**config.mk**
```make
export PLATFORM = sky130hd
export DESIGN_NAME = speed_ordered_turn_ring
export DESIGN_NICKNAME = d
export VERILOG_FILES = /design/src/hw/rtl/sotr_pkg.sv /design/src/hw/rtl/sotr_ram.sv /design/src/hw/rtl/sotr_ctrl.sv /design/src/hw/rtl/sotr_dpath.sv /design/src/hw/rtl/speed_ordered_turn_ring.sv
export SDC_FILE = /design/constraint.sdc
export NUM_CORES = 1
export LEC_CHECK = 0
export ABC_AREA = 1
export CORE_MARGIN = 5
export CORE_UTILIZATION = 60
export DETAILED_ROUTE_END_ITERATION = 16
export DONT_BUFFER_PORTS = 1
export PLACE_DENSITY = 0.76
export SETUP_SLACK_MARGIN = 0.3
export SLEW_MARGIN = 10
export SYNTH_ARGS = -nofsm -noshare
export SYNTH_HDL_FRONTEND = slang
export SYNTH_SLANG_ARGS = --single-unit
```
**constraint.sdc**
```tcl
create_clock -name clock -period 5.9 [get_ports clock]
set_input_delay 0.295 -clock clock [delete_from_list [all_inputs] [get_ports clock]]
set_output_delay 0.295 -clock clock [all_outputs]
set_load 0.02 [all_outputs]
```
**src/hw/rtl/sotr_pkg.sv**
```systemverilog
`default_nettype none

package sotr_pkg;

   // Default ring capacity
   localparam int DEPTH_DEF = 16;

   // Field widths
   localparam int TYPE_W   = 3;
   localparam int ID_W     = 8;
   localparam int SPD_W    = 8;
   localparam int STATUS_W = 2;
   localparam int COUNT_W  = 5;
   localparam int ENTRY_W  = ID_W + SPD_W;

   // Stream payload widths (byte aligned)
   localparam int REQ_DATA_W = 24;
   localparam int RSP_DATA_W = 16;

   // Request codes
   localparam logic [TYPE_W-1:0] REQ_SPEED   = 3'd0;
   localparam logic [TYPE_W-1:0] REQ_FRONT   = 3'd1;
   localparam logic [TYPE_W-1:0] REQ_END     = 3'd2;
   localparam logic [TYPE_W-1:0] REQ_REMOVE  = 3'd3;
   localparam logic [TYPE_W-1:0] REQ_ADVANCE = 3'd4;
   localparam logic [TYPE_W-1:0] REQ_QUERY   = 3'd5;

   // Status codes
   localparam logic [STATUS_W-1:0] ST_OK        = 2'd0;
   localparam logic [STATUS_W-1:0] ST_EMPTY     = 2'd1;
   localparam logic [STATUS_W-1:0] ST_NOT_FOUND = 2'd2;
   localparam logic [STATUS_W-1:0] ST_FULL      = 2'd3;

   // Controller to datapath
   typedef struct packed {
      logic load;
      logic decide;
      logic walk;
      logic tail;
      logic fetch;
   } cmd_type;

   // Datapath to controller
   typedef struct packed {
      logic is_insert;
      logic is_end;
      logic is_query;
      logic empty;
      logic full;
      logic walk_done;
   } stat_type;

endpackage

`default_nettype wire

```
**src/hw/rtl/sotr_ram.sv**
```systemverilog
`default_nettype none

module sotr_ram #(
   parameter int WIDTH = 16,
   parameter int DEPTH = 16
) (
   input  wire logic                     clock,
   input  wire logic                     wr_en,
   input  wire logic [$clog2(DEPTH)-1:0] wr_addr,
   input  wire logic [WIDTH-1:0]         wr_data,
   input  wire logic                     rd_en,
   input  wire logic [$clog2(DEPTH)-1:0] rd_addr,
   output logic      [WIDTH-1:0]         rd_data
);

   logic [WIDTH-1:0] mem_ff [DEPTH];
   logic [WIDTH-1:0] rd_data_ff;

   // One write port, one registered read port; read data holds when idle
   always_ff @(posedge clock) begin
      if (wr_en) begin
         mem_ff[wr_addr] <= wr_data;
      end
      if (rd_en) begin
         rd_data_ff <= mem_ff[rd_addr];
      end
   end

   assign rd_data = rd_data_ff;

endmodule

`default_nettype wire

```
**src/hw/rtl/sotr_ctrl.sv**
```systemverilog
`default_nettype none

module sotr_ctrl (
   input  wire logic                clock,
   input  wire logic                reset,
   input  wire logic                req_tvalid,
   output logic                     req_tready,
   output logic                     rsp_tvalid,
   input  wire logic                rsp_tready,
   output sotr_pkg::cmd_type        cmd,
   input  wire sotr_pkg::stat_type  stat
);

   localparam logic [2:0] S_IDLE   = 3'd0;
   localparam logic [2:0] S_DECIDE = 3'd1;
   localparam logic [2:0] S_WALK   = 3'd2;
   localparam logic [2:0] S_TAIL   = 3'd3;
   localparam logic [2:0] S_FETCH  = 3'd4;
   localparam logic [2:0] S_RESP   = 3'd5;

   logic [2:0] state_ff;
   logic [2:0] state_in;
   logic       skip;

   // Refused requests and queries go straight to the final read
   assign skip = (stat.is_insert && stat.full) || (!stat.is_insert && stat.empty) ||
                 stat.is_query;

   always_comb begin
      state_in = state_ff;
      case (state_ff)
         S_IDLE: begin
            if (req_tvalid) state_in = S_DECIDE;
         end
         S_DECIDE: begin
            if (skip)             state_in = S_FETCH;
            else if (stat.is_end) state_in = S_TAIL;
            else                  state_in = S_WALK;
         end
         S_WALK: begin
            if (stat.walk_done) state_in = S_TAIL;
         end
         S_TAIL:  state_in = S_FETCH;
         S_FETCH: state_in = S_RESP;
         S_RESP: begin
            if (rsp_tready) state_in = S_IDLE;
         end
         default: state_in = S_IDLE;
      endcase
   end

   always_ff @(posedge clock) begin
      if (reset) begin
         state_ff <= S_IDLE;
      end else begin
         state_ff <= state_in;
      end
   end

   // Handshakes and commands; both channels are quiet during reset
   assign req_tready = (state_ff == S_IDLE) && !reset;
   assign rsp_tvalid = (state_ff == S_RESP) && !reset;

   assign cmd.load   = req_tvalid && req_tready;
   assign cmd.decide = (state_ff == S_DECIDE);
   assign cmd.walk   = (state_ff == S_WALK);
   assign cmd.tail   = (state_ff == S_TAIL);
   assign cmd.fetch  = (state_ff == S_FETCH);

endmodule

`default_nettype wire

```
**src/hw/rtl/sotr_dpath.sv**
```systemverilog
`default_nettype none

module sotr_dpath #(
   parameter int DEPTH = sotr_pkg::DEPTH_DEF
) (
   input  wire logic                            clock,
   input  wire logic                            reset,
   input  wire sotr_pkg::cmd_type               cmd,
   output sotr_pkg::stat_type                   stat,
   input  wire logic [sotr_pkg::TYPE_W-1:0]     req_type,
   input  wire logic [sotr_pkg::ID_W-1:0]       entry_id,
   input  wire logic [sotr_pkg::SPD_W-1:0]      entry_speed,
   output logic      [sotr_pkg::STATUS_W-1:0]   status,
   output logic                                 active_valid,
   output logic      [sotr_pkg::ID_W-1:0]       active_id,
   output logic      [sotr_pkg::COUNT_W-1:0]    entry_count
);

   localparam int CNT_W = $clog2(DEPTH + 1);
   localparam int IDX_W = $clog2(DEPTH);
   localparam int EW    = sotr_pkg::ENTRY_W;

   logic [sotr_pkg::TYPE_W-1:0]   op_ff;
   logic [sotr_pkg::ID_W-1:0]     id_ff;
   logic [sotr_pkg::SPD_W-1:0]    spd_ff;
   logic [CNT_W-1:0]              count_ff;
   logic [CNT_W-1:0]              idx_ff;
   logic                          placed_ff;
   logic [EW-1:0]                 carry_ff;
   logic [sotr_pkg::STATUS_W-1:0] status_ff;

   logic                          is_insert;
   logic                          is_front;
   logic                          is_remove;
   logic                          is_adv;
   logic [CNT_W-1:0]              pos;
   logic [EW-1:0]                 new_entry;
   logic [EW-1:0]                 rd_data;
   logic [sotr_pkg::ID_W-1:0]     rd_id;
   logic [sotr_pkg::SPD_W-1:0]    rd_spd;
   logic                          proc;
   logic                          ins_hit;
   logic                          drop_hit;
   logic                          wr_en;
   logic [CNT_W-1:0]              wr_pos;
   logic [EW-1:0]                 wr_data;
   logic                          rd_en;
   logic [IDX_W-1:0]              rd_addr;

   // Request decode
   assign is_insert = (op_ff == sotr_pkg::REQ_SPEED) || (op_ff == sotr_pkg::REQ_FRONT) ||
                      (op_ff == sotr_pkg::REQ_END);
   assign is_front  = (op_ff == sotr_pkg::REQ_FRONT);
   assign is_remove = (op_ff == sotr_pkg::REQ_REMOVE);
   assign is_adv    = (op_ff == sotr_pkg::REQ_ADVANCE);

   assign stat.is_insert = is_insert;
   assign stat.is_end    = (op_ff == sotr_pkg::REQ_END);
   assign stat.is_query  = !is_insert && !is_remove && !is_adv;
   assign stat.empty     = (count_ff == '0);
   assign stat.full      = (count_ff == CNT_W'(DEPTH));
   assign stat.walk_done = (idx_ff == count_ff);

   // Entry at position pos arrives from the RAM while idx_ff points one ahead
   assign pos       = idx_ff - CNT_W'(1);
   assign new_entry = {spd_ff, id_ff};
   assign rd_id     = rd_data[sotr_pkg::ID_W-1:0];
   assign rd_spd    = rd_data[EW-1:sotr_pkg::ID_W];
   assign proc      = cmd.walk && (idx_ff != '0);
   assign ins_hit   = is_front ? (pos == '0) : (rd_spd <= spd_ff);
   assign drop_hit  = (is_remove && (rd_id == id_ff)) || (is_adv && (pos == '0));

   // Write port: ripple a carried entry forward on insert, pull entries back on drop
   always_comb begin
      wr_en   = 1'b0;
      wr_pos  = pos;
      wr_data = carry_ff;
      if (proc) begin
         if (is_insert) begin
            wr_en   = placed_ff || ins_hit;
            wr_data = placed_ff ? carry_ff : new_entry;
         end else begin
            wr_en   = placed_ff;
            wr_pos  = pos - CNT_W'(1);
            wr_data = rd_data;
         end
      end else if (cmd.tail) begin
         if (is_insert) begin
            wr_en   = 1'b1;
            wr_pos  = count_ff;
            wr_data = placed_ff ? carry_ff : new_entry;
         end else if (is_adv) begin
            wr_en   = 1'b1;
            wr_pos  = count_ff - CNT_W'(1);
         end
      end
   end

   // Read port: walk sequentially, or fetch the active entry
   assign rd_en   = (cmd.walk && (idx_ff < count_ff)) || cmd.fetch;
   assign rd_addr = cmd.fetch ? '0 : idx_ff[IDX_W-1:0];

   sotr_ram #(
      .WIDTH (EW),
      .DEPTH (DEPTH)
   ) u_ram (
      .clock   (clock),
      .wr_en   (wr_en),
      .wr_addr (wr_pos[IDX_W-1:0]),
      .wr_data (wr_data),
      .rd_en   (rd_en),
      .rd_addr (rd_addr),
      .rd_data (rd_data)
   );

   // Entry count
   always_ff @(posedge clock) begin
      if (reset) begin
         count_ff <= '0;
      end else if (cmd.tail) begin
         if (is_insert) begin
            count_ff <= count_ff + CNT_W'(1);
         end else if (is_remove && placed_ff) begin
            count_ff <= count_ff - CNT_W'(1);
         end
      end
   end

   // Request latch, walk index, carry and status
   always_ff @(posedge clock) begin
      if (cmd.load) begin
         op_ff     <= req_type;
         id_ff     <= entry_id;
         spd_ff    <= entry_speed;
         idx_ff    <= '0;
         placed_ff <= 1'b0;
      end
      if (cmd.decide) begin
         if (is_insert && stat.full) begin
            status_ff <= sotr_pkg::ST_FULL;
         end else if (!is_insert && stat.empty) begin
            status_ff <= sotr_pkg::ST_EMPTY;
         end else begin
            status_ff <= sotr_pkg::ST_OK;
         end
      end
      if (cmd.walk) begin
         idx_ff <= idx_ff + CNT_W'(1);
      end
      if (proc) begin
         if (is_insert) begin
            if (placed_ff || ins_hit) begin
               carry_ff  <= rd_data;
               placed_ff <= 1'b1;
            end
         end else if (!placed_ff && drop_hit) begin
            carry_ff  <= rd_data;
            placed_ff <= 1'b1;
         end
      end
      if (cmd.tail && is_remove && !placed_ff) begin
         status_ff <= sotr_pkg::ST_NOT_FOUND;
      end
   end

   // Result fields, stable while the response waits
   assign status       = status_ff;
   assign active_valid = (count_ff != '0);
   assign active_id    = active_valid ? rd_id : '0;
   assign entry_count  = sotr_pkg::COUNT_W'(count_ff);

endmodule

`default_nettype wire

```
**src/hw/rtl/speed_ordered_turn_ring.sv**
```systemverilog
// Speed ordered turn ring.
// Holds up to DEPTH entries (id, speed) in turn order from the active entry.
// req channel: one transaction per request: insert by speed, insert at
// front, insert at end, remove by id, advance the turn, or query.
// rsp channel: exactly one transaction per request with status, whether an
// active entry exists, the active id and the entry count afterwards.
// One request is handled at a time. A request that walks the ring passes
// through the decide, walk, tail, fetch and response states after it is
// accepted; insert at end skips the walk, and refused inserts, queries and
// remove or advance on an empty ring go from decide straight to fetch. Once
// the response is taken, the controller returns to idle and accepts the next
// request there. The walk reads and rewrites one entry per cycle through
// the single read and write port of the entry RAM.
// req_tready is high only while no request is in progress, so a stalled
// rsp channel holds the response steady and blocks the next request.
// Reset empties the ring at once; entry storage is not cleared.
`default_nettype none

module speed_ordered_turn_ring #(
   parameter int DEPTH = sotr_pkg::DEPTH_DEF
) (
   input  wire logic                               clock,
   input  wire logic                               reset,
   input  wire logic                               req_tvalid,
   output logic                                    req_tready,
   // [2:0] req_type, [10:3] entry_id, [18:11] entry_speed, [23:19] zero
   input  wire logic [sotr_pkg::REQ_DATA_W-1:0]    req_tdata,
   output logic                                    rsp_tvalid,
   input  wire logic                               rsp_tready,
   // [1:0] status, [2] active_valid, [10:3] active_id, [15:11] entry_count
   output logic      [sotr_pkg::RSP_DATA_W-1:0]    rsp_tdata
);

   sotr_pkg::cmd_type                cmd;
   sotr_pkg::stat_type               stat;
   logic [sotr_pkg::STATUS_W-1:0]    status;
   logic                             active_valid;
   logic [sotr_pkg::ID_W-1:0]        active_id;
   logic [sotr_pkg::COUNT_W-1:0]     entry_count;

   sotr_ctrl u_ctrl (
      .clock      (clock),
      .reset      (reset),
      .req_tvalid (req_tvalid),
      .req_tready (req_tready),
      .rsp_tvalid (rsp_tvalid),
      .rsp_tready (rsp_tready),
      .cmd        (cmd),
      .stat       (stat)
   );

   sotr_dpath #(
      .DEPTH (DEPTH)
   ) u_dpath (
      .clock        (clock),
      .reset        (reset),
      .cmd          (cmd),
      .stat         (stat),
      .req_type     (req_tdata[2:0]),
      .entry_id     (req_tdata[10:3]),
      .entry_speed  (req_tdata[18:11]),
      .status       (status),
      .active_valid (active_valid),
      .active_id    (active_id),
      .entry_count  (entry_count)
   );

   // Response packing
   assign rsp_tdata = {entry_count, active_id, active_valid, status};

endmodule

`default_nettype wire
```
==> metrics.csv, run 1 <==
stage,metric,value,unit
detailed_routing,detailed-router iteration count before antenna repair,5,
synthesis,Synth Register Bits,323,
synthesis,cell area after synthesis,0.0143,mm2
clock_tree,sink count of the clock tree,323,
synthesis,synthesized area per cell,11.4,um2
detailed_routing,detail-routed net length per standard cell,20.3,um
min_path,class of the tightest hold or removal check,in -> reg,
timing,final worst-path cycle share,0.629,
synthesis,leading post-synthesis cells by instance count,"edfxtp_1, nand2_1, o21ai_0",
finish,Post-Route Utilization,0.675,
synthesis,number of unique standard cell types used by synthesis,45,
finish,number of cells in the finished layout apart from fillers,1623,
timing,hold violation total from the final report,0,
min_path,Worst Hold Launch,req_tvalid,
synthesis,portion of synthesized cell area occupied by the leading cell type,0.653,
timing,Highest Clock Rate,270,MHz
timing,setup skew after layout,0.0122,ns
grt,number of global-route vias before repair,9074,
floorplan,area enclosed by the die boundary,0.0271,mm2
timing,final-report setup violation count,0,
finish,Final nets,1326,
critical_path,critical path endpoint,u_dpath.u_ram.mem_ff[7][15],
synthesis,"Primary FF master, synth",edfxtp_1,
finish,number of inserted diodes,0,
placed_design,Buffers on Ports,0,
critical_path,element type at the critical path start,flop,
timing,final count of pins violating max slew,0,
critical_path,"reg-to-reg slack, setup",2.19,ns
critical_path,crit path capture type,flop,
detailed_routing,vias after detailed routing,9625,
pwr,Static Leakage,5.75,nW
synthesis,Synthesized Nets,1302,
detailed_routing,antenna violation net count after detailed routing,0,
critical_path,arrival time at the worst endpoint,3.97,ns
critical_path,worst setup path start,u_dpath.op_ff[2],
clock_tree,number of instances resized during post-cts repair,0,
grt,total global routing track utilization,0.242,
critical_path,beginning of the worst register-to-register path,u_dpath.op_ff[2],
synthesis,number of warning messages in the yosys log,0,
grt,number of antenna violations at the first check in global routing,0,
clock_tree,H-tree depth reported by CTS,1,
grt,largest net degree at the start of global routing,73,
synthesis,leading post-synthesis cells by cell area,"edfxtp_1, nand2_1, o21ai_0, nor2_1, inv_1",
finish,growth of design area from synthesis to finish,10.7,%
critical_path,reg-to-reg endpoint,u_dpath.u_ram.mem_ff[7][15],
clock_tree,clk root buf,clkbuf_16,
synthesis,proportion of synthesized chip area in sequential cells,0.668,
grt,first-pass GRT wire length,50.2,mm
placed_design,detailed placer's ending HPWL,18.8,mm
grt,"Remaining Overflow, GRT",0,
synthesis,cell type contributing the most total cell area after synthesis,edfxtp_1,
floorplan,overall die width,165,um
synthesis,top-count cell post-synth,edfxtp_1,
clock_tree,clock-pin slew on the worst setup and hold paths,0.06,ns
critical_path,depth of the worst register-to-register path,12,
synthesis,number of enable flip-flop cells after synthesis,312,
timing,slew at the pin with the worst max-slew slack,1.21,ns
run,max cap viols,0,
clock_tree,"Clk Latency, worst-skew pair",0.57,ns
critical_path,Required @ worst endpoint,6.16,ns
floorplan,starting density of the core,0.609,
synthesis,synthesized netlist cell count,1255,
detailed_routing,iteration-0 DRC count of the detailed router,1165,
pwr,pwr dens,341,mW/mm2
timing,worst slew margin relative to its limit,0.195,
timing,setup repair after global routing missed its margin,no,
finish,Final Instance Area,0.0159,mm2
clock_tree,clock buffers created by TritonCTS,31,
placed_design,number of placed cells counting well taps,1544,
pwr,PnR Total Power,0.00542,W
detailed_routing,total length of routed wires,32.9,mm
finish,fill cell count,1688,
finish,share of final-layout standard cells stronger than drive strength 1,0.105,
timing,TNS Setup,0,ns
status,status,completed,
floorplan,Core Box Area,0.0235,mm2
placed_design,post-detailed-placement cell area,0.0147,mm2
synthesis,"Async S/R FF share, synth",0,
pwr,VDD IR max,0.267,mV
floorplan,Rows,56,
clock_tree,maximum number of buffers from clock root to sink,3,
floorplan,I/O pins,46,
clock_tree,clock tree from TritonCTS,done,
detailed_routing,average vias per placed instance,5.93,
critical_path,type of the worst setup path,reg -> reg,
timing,Period minus WS final,3.71,ns
critical_path,highest net fanout along the worst path,26,
clock_tree,Post-CTS Setup Inserts,0,
detailed_routing,remaining design rule violation count,0,
floorplan,overall die height,165,um
placed_design,global placer's final weighted congestion,0.880,
## state kept, by name (all words and copies together), names as in the netlist
signal and count:
u_dpath.idx_ff 5, u_dpath.spd_ff 8, u_dpath.status 2, u_dpath.carry_ff 16
u_dpath.id_ff 8, u_dpath.op_ff 3, u_dpath.u_ram.rd_data 16, u_ctrl.state_ff 3
u_dpath.u_ram.mem_ff 256, u_dpath.entry_count 5, u_dpath.placed_ff 1
## where the power goes
part | switching [W] | total, W | internal, W
Sequential | 0.0000573 | 0.00266 | 0.00260
Combinational | 0.000591 | 0.000834 | 0.000244
Clock | 0.000831 | 0.00193 | 0.00110
## worst max-delay path: stages (launching register included)
cell      delay (ns)
edfxtp_1        0.47
inv_1           0.16
nand2_2         0.37
nor2_4          0.63
nor2_4          0.09
inv_2           0.10
nor2_1          0.04
nor2_1          0.12
nor2_2          0.07
nor2_1          0.14
inv_1           0.08
nor2_1          0.76
buf_4           0.35
## stage by stage
step	hold WS, ns	setup slack (ns)
after floorplan	0.364	3.06
after global placement	0.365	2.24
after detailed placement	0.368	2.24
after CTS	0.0129	2.21
after global routing	0.0325	1.94
final	0.0348	2.19
## worst min path at each step
stage                         endpoint  slack (ns)  cells past startpoint
finish               u_dpath.placed_ff        0.03                      3
global route         u_dpath.placed_ff        0.03                      3
CTS                  u_dpath.placed_ff        0.01                      3
detailed placement  u_ctrl.state_ff[1]        0.37                      1
global placement    u_ctrl.state_ff[1]        0.36                      1
floorplan           u_ctrl.state_ff[0]        0.36                      1
## kinds of logic after synthesis
kind of cell / after synthesis / share of synthesized area
flip-flops: 323 / 0.668
adder cells (fa/ha/maj): 19 / 0.0166
buffers and inverters: 185 / 0.0554
AO/OA/AOI/OAI: 291 / 0.125
AND/OR/NAND/NOR: 427 / 0.129
XOR/XNOR: 10 / 0.00610
## area by class of cell
| cell class | count | area (um2) | area share |
|---|---|---|---|
| inverter | 122 | 468 | 0.0294 |
| clock inverter | 22 | 198 | 0.0124 |
| tap | 319 | 399 | 0.0251 |
| timing repair buffer | 54 | 458 | 0.0288 |
| multi-input combinational | 747 | 3980 | 0.251 |
| sequential | 323 | 9590 | 0.603 |
| clock buffer | 36 | 795 | 0.0500 |
## per-layer routing
metal | track usage | routed length [um] | vias up
met4 | 0.0692 | 855 | 0
met2 | 0.399 | 15600 | 452
met1 | 0.342 | 13700 | 4598
met3 | 0.0339 | 2780 | 68
li1 | - | - | 4507
met5 | 0 | 0 | -
## repair_timing
| action | 4_1_cts | 5_1_grt |
|---|---|---|
| setup endpoints to repair | 0 | 0 |
| endpoints found under the hold margin | 27 | 0 |
| hold buffers | 21 | 0 |
## layout by cell type (no fill, tap or decap), drive strengths merged, types with 33 or more instances in the layout
cell    synthesis  routed
nand3          41      41
clkbuf         17      36
o221ai         37      37
nand2         211     211
buf            46      33
inv           121     122
nor2          140     140
o211ai         47      47
edfxtp        312     312
o21ai         152     152
No activity file was read; power rests on OpenSTA's default activity.
==> inputs of run 2 (changes only) <==
--- a/config.mk
+++ b/config.mk
@@ -7,10 +7,10 @@
 export LEC_CHECK = 0
 export ABC_AREA = 1
 export CORE_MARGIN = 5
-export CORE_UTILIZATION = 60
+export CORE_UTILIZATION = 57
 export DETAILED_ROUTE_END_ITERATION = 16
 export DONT_BUFFER_PORTS = 1
-export PLACE_DENSITY = 0.76
+export PLACE_DENSITY = 0.75
 export SETUP_SLACK_MARGIN = 0.3
 export SLEW_MARGIN = 10
 export SYNTH_ARGS = -nofsm -noshare
==> constraint.sdc (replaced) <==
create_clock -name clock -period 3.3 [get_ports clock]
set_input_delay 0.165 -clock clock [delete_from_list [all_inputs] [get_ports clock]]
set_output_delay 0.165 -clock clock [all_outputs]
set_load 0.02 [all_outputs]
==> metrics.csv, run 2 (synthesis results as in run 1) <==
stage,metric,value,unit,change
status,status,completed,,
finish,"commonest cells after routing, fill and taps aside","edfxtp_1, nand2_1, o21ai_0, nor2_1, inv_1",,
placed_design,number of placed cells counting well taps,1584,,+2.6%
detailed_routing,detailed-router iteration count before antenna repair,5,,unchanged
clock_tree,clk root buf,clkbuf_16,,
finish,register with the most flip-flops,u_dpath.u_ram.mem_ff,,
floorplan,I/O pins,46,,unchanged
detailed_routing,antenna violation net count after detailed routing,0,,unchanged
finish,area occupied by registers,0.00959,mm2,unchanged
timing,final-report setup violation count,0,,unchanged
grt,number of antenna violations at the first check in global routing,0,,unchanged
floorplan,area enclosed by the die boundary,0.0284,mm2,+4.9%
placed_design,global placer's final weighted congestion,0.872,,-0.85%
critical_path,Required @ worst endpoint,3.52,ns,-2.64 ns
critical_path,element type at the critical path start,flop,,
min_path,Hold Path Stages,4,,+1
finish,number of cells in the finished layout apart from fillers,1664,,+2.5%
timing,Highest Clock Rate,363,MHz,+35%
critical_path,type of the worst setup path,reg -> reg,,
placed_design,Buffers on Ports,0,,unchanged
detailed_routing,remaining design rule violation count,0,,unchanged
min_path,class of the tightest hold or removal check,in -> reg,,
detailed_routing,iteration-0 DRC count of the detailed router,1133,,-2.7%
detailed_routing,total length of routed wires,34.4,mm,+4.6%
grt,largest net degree at the start of global routing,72,,-1.4%
finish,Final nets,1360,,+2.6%
clock_tree,clock-pin slew on the worst setup and hold paths,0.06,ns,about the same
finish,footprint of the multi-input gates,0.00400,mm2,+0.38%
clock_tree,H-tree depth reported by CTS,2,,+1
timing,WHS,0.0546,ns,+0.0198 ns
critical_path,reg-to-reg endpoint,u_dpath.u_ram.mem_ff[13][1],,
clock_tree,clock tree from TritonCTS,done,,
detailed_routing,detail-routed net length per standard cell,20.7,um,+2.0%
timing,setup repair after global routing missed its margin,no,,
critical_path,arrival time at the worst endpoint,2.97,ns,-1.00 ns
run,max cap viols,0,,unchanged
floorplan,overall die width,169,um,+2.4%
min_path,Worst Hold Launch,req_tvalid,,
clock_tree,sink count of the clock tree,323,,unchanged
timing,final count of pins violating max slew,0,,unchanged
critical_path,beginning of the worst register-to-register path,u_dpath.idx_ff[1],,
floorplan,starting density of the core,0.575,,-0.0347
finish,fill cell count,1775,,+5.2%
timing,Period minus WS final,2.75,ns,-0.958 ns
critical_path,"reg-to-reg slack, setup",0.55,ns,-1.64 ns
finish,number of inserted diodes,0,,unchanged
grt,"Remaining Overflow, GRT",0,,unchanged
floorplan,overall die height,169,um,+2.4%
clock_tree,maximum number of buffers from clock root to sink,3,,unchanged
critical_path,highest net fanout along the worst path,6,,-77%
pwr,pwr dens,624,mW/mm2,+83%
critical_path,depth of the worst register-to-register path,15,,+3
critical_path,crit path capture type,flop,,
grt,total global routing track utilization,0.242,,-0.000777
pwr,VDD IR max,0.534,mV,+100%
timing,worst slew margin relative to its limit,0.400,,+0.205
timing,TNS Setup,0,ns,unchanged
detailed_routing,vias after detailed routing,9960,,+3.5%
finish,most common library cell in the layout ignoring fill and taps,edfxtp_1,,
detailed_routing,average vias per placed instance,5.99,,+0.93%
timing,hold violation total from the final report,0,,unchanged
floorplan,Rows,58,,+3.6%
clock_tree,"Clk Latency, worst-skew pair",0.51,ns,-0.06 ns
timing,slew at the pin with the worst max-slew slack,0.892,ns,-0.315 ns
finish,growth of design area from synthesis to finish,13.5,%,
min_path,hold-critical path endpoint,u_ctrl.state_ff[0],,
pwr,Static Leakage,5.97,nW,+3.9%
timing,final worst-path cycle share,0.834,,+0.205
timing,setup skew after layout,0.0126,ns,+0.000482 ns
finish,share of final-layout standard cells stronger than drive strength 1,0.127,,+0.0224
floorplan,Core Box Area,0.0250,mm2,+6.0%
placed_design,detailed placer's ending HPWL,21.1,mm,+13%
grt,number of global-route vias before repair,9628,,+6.1%
grt,first-pass GRT wire length,53.8,mm,+7.3%
clock_tree,clock buffers created by TritonCTS,35,,+13%
finish,number of flip-flops under the largest register name,256,,unchanged
run 2: changes by cell type in the layout (fill, tap and decap cells not counted), sizes merged:
| cell | before | now |
|---|---|---|
| dlygate4sd3 | 21 | 22 |
| bufinv | 3 | 5 |
| clkbuf | 36 | 42 |
| clkinv | 16 | 9 |
| buf | 33 | 62 |
| inv | 122 | 123 |
| clkinvlp | 3 | 1 |
run 2: final cells by class:
type | instances | share of cell area
inverters | 122 | 0.0287
flip-flops and latches | 323 | 0.589
clock buffers | 42 | 0.0554
repair buffers | 84 | 0.0436
clock inverters | 16 | 0.0128
multi-input cells | 747 | 0.245
well taps | 330 | 0.0253
run 2: per-layer routing:
| metal | GRT usage | wire length (um) | up-vias |
|---|---|---|---|
| met1 | 0.332 | 13700 | 4787 |
| met5 | 0 | 0 | - |
| met2 | 0.395 | 16600 | 522 |
| li1 | - | - | 4580 |
| met3 | 0.0437 | 3210 | 71 |
| met4 | 0.0776 | 900 | 0 |
run 2: worst max path at each step:
stage,startpoint,endpoint,cells after the start
after global routing,u_dpath.idx_ff[1],u_dpath.u_ram.mem_ff[13][6],15
after floorplan,u_dpath.idx_ff[0],u_dpath.u_ram.mem_ff[14][0],15
after CTS,u_dpath.idx_ff[1],u_dpath.u_ram.mem_ff[13][6],15
after global placement,u_dpath.idx_ff[1],u_dpath.u_ram.mem_ff[13][4],15
after detailed placement,u_dpath.idx_ff[1],u_dpath.u_ram.mem_ff[13][3],15
final,u_dpath.idx_ff[1],u_dpath.u_ram.mem_ff[13][1],15
run 2: where the power goes:
| group | leakage (nW) | switching (W) | internal (W) |
|---|---|---|---|
| logic | 2.53 | 0.00111 | 0.000467 |
| clock network | 0.539 | 0.00151 | 0.00233 |
| registers | 2.90 | 0.000102 | 0.00465 |
run 2: timing repair:
item	CTS	global route
gates resized for setup	0	3
hold buffers	22	0
endpoints found under the hold margin	28	0
endpoints found under the setup margin	0	83
setup buffers	0	0
run 2: stage by stage:
step | setup slack [ns] | instance area, um2 | total power, W | util
finish | 0.548 | 16300 | 0.0102 | 0.653
global placement | 0.463 | 14900 | 0.00629 | 0.599
CTS | 0.404 | 16300 | 0.0102 | 0.652
global route | 0.289 | 16300 | 0.0106 | 0.653
floorplan | 0.463 | 14300 | 0.00591 | -
detailed placement | 0.437 | 14900 | 0.00634 | 0.599
run 2: critical path, stage by stage (launching register included):
cell	delay, ns
edfxtp_1	0.47
inv_2	0.16
ha_1	0.23
inv_1	0.05
nand2_1	0.07
nand3_1	0.08
nor2_1	0.14
nand3_1	0.08
nand2_1	0.07
inv_1	0.05
nand2_1	0.07
nand3_1	0.07
nand2_1	0.22
nand2_1	0.23
nor2_4	0.26
buf_4	0.21
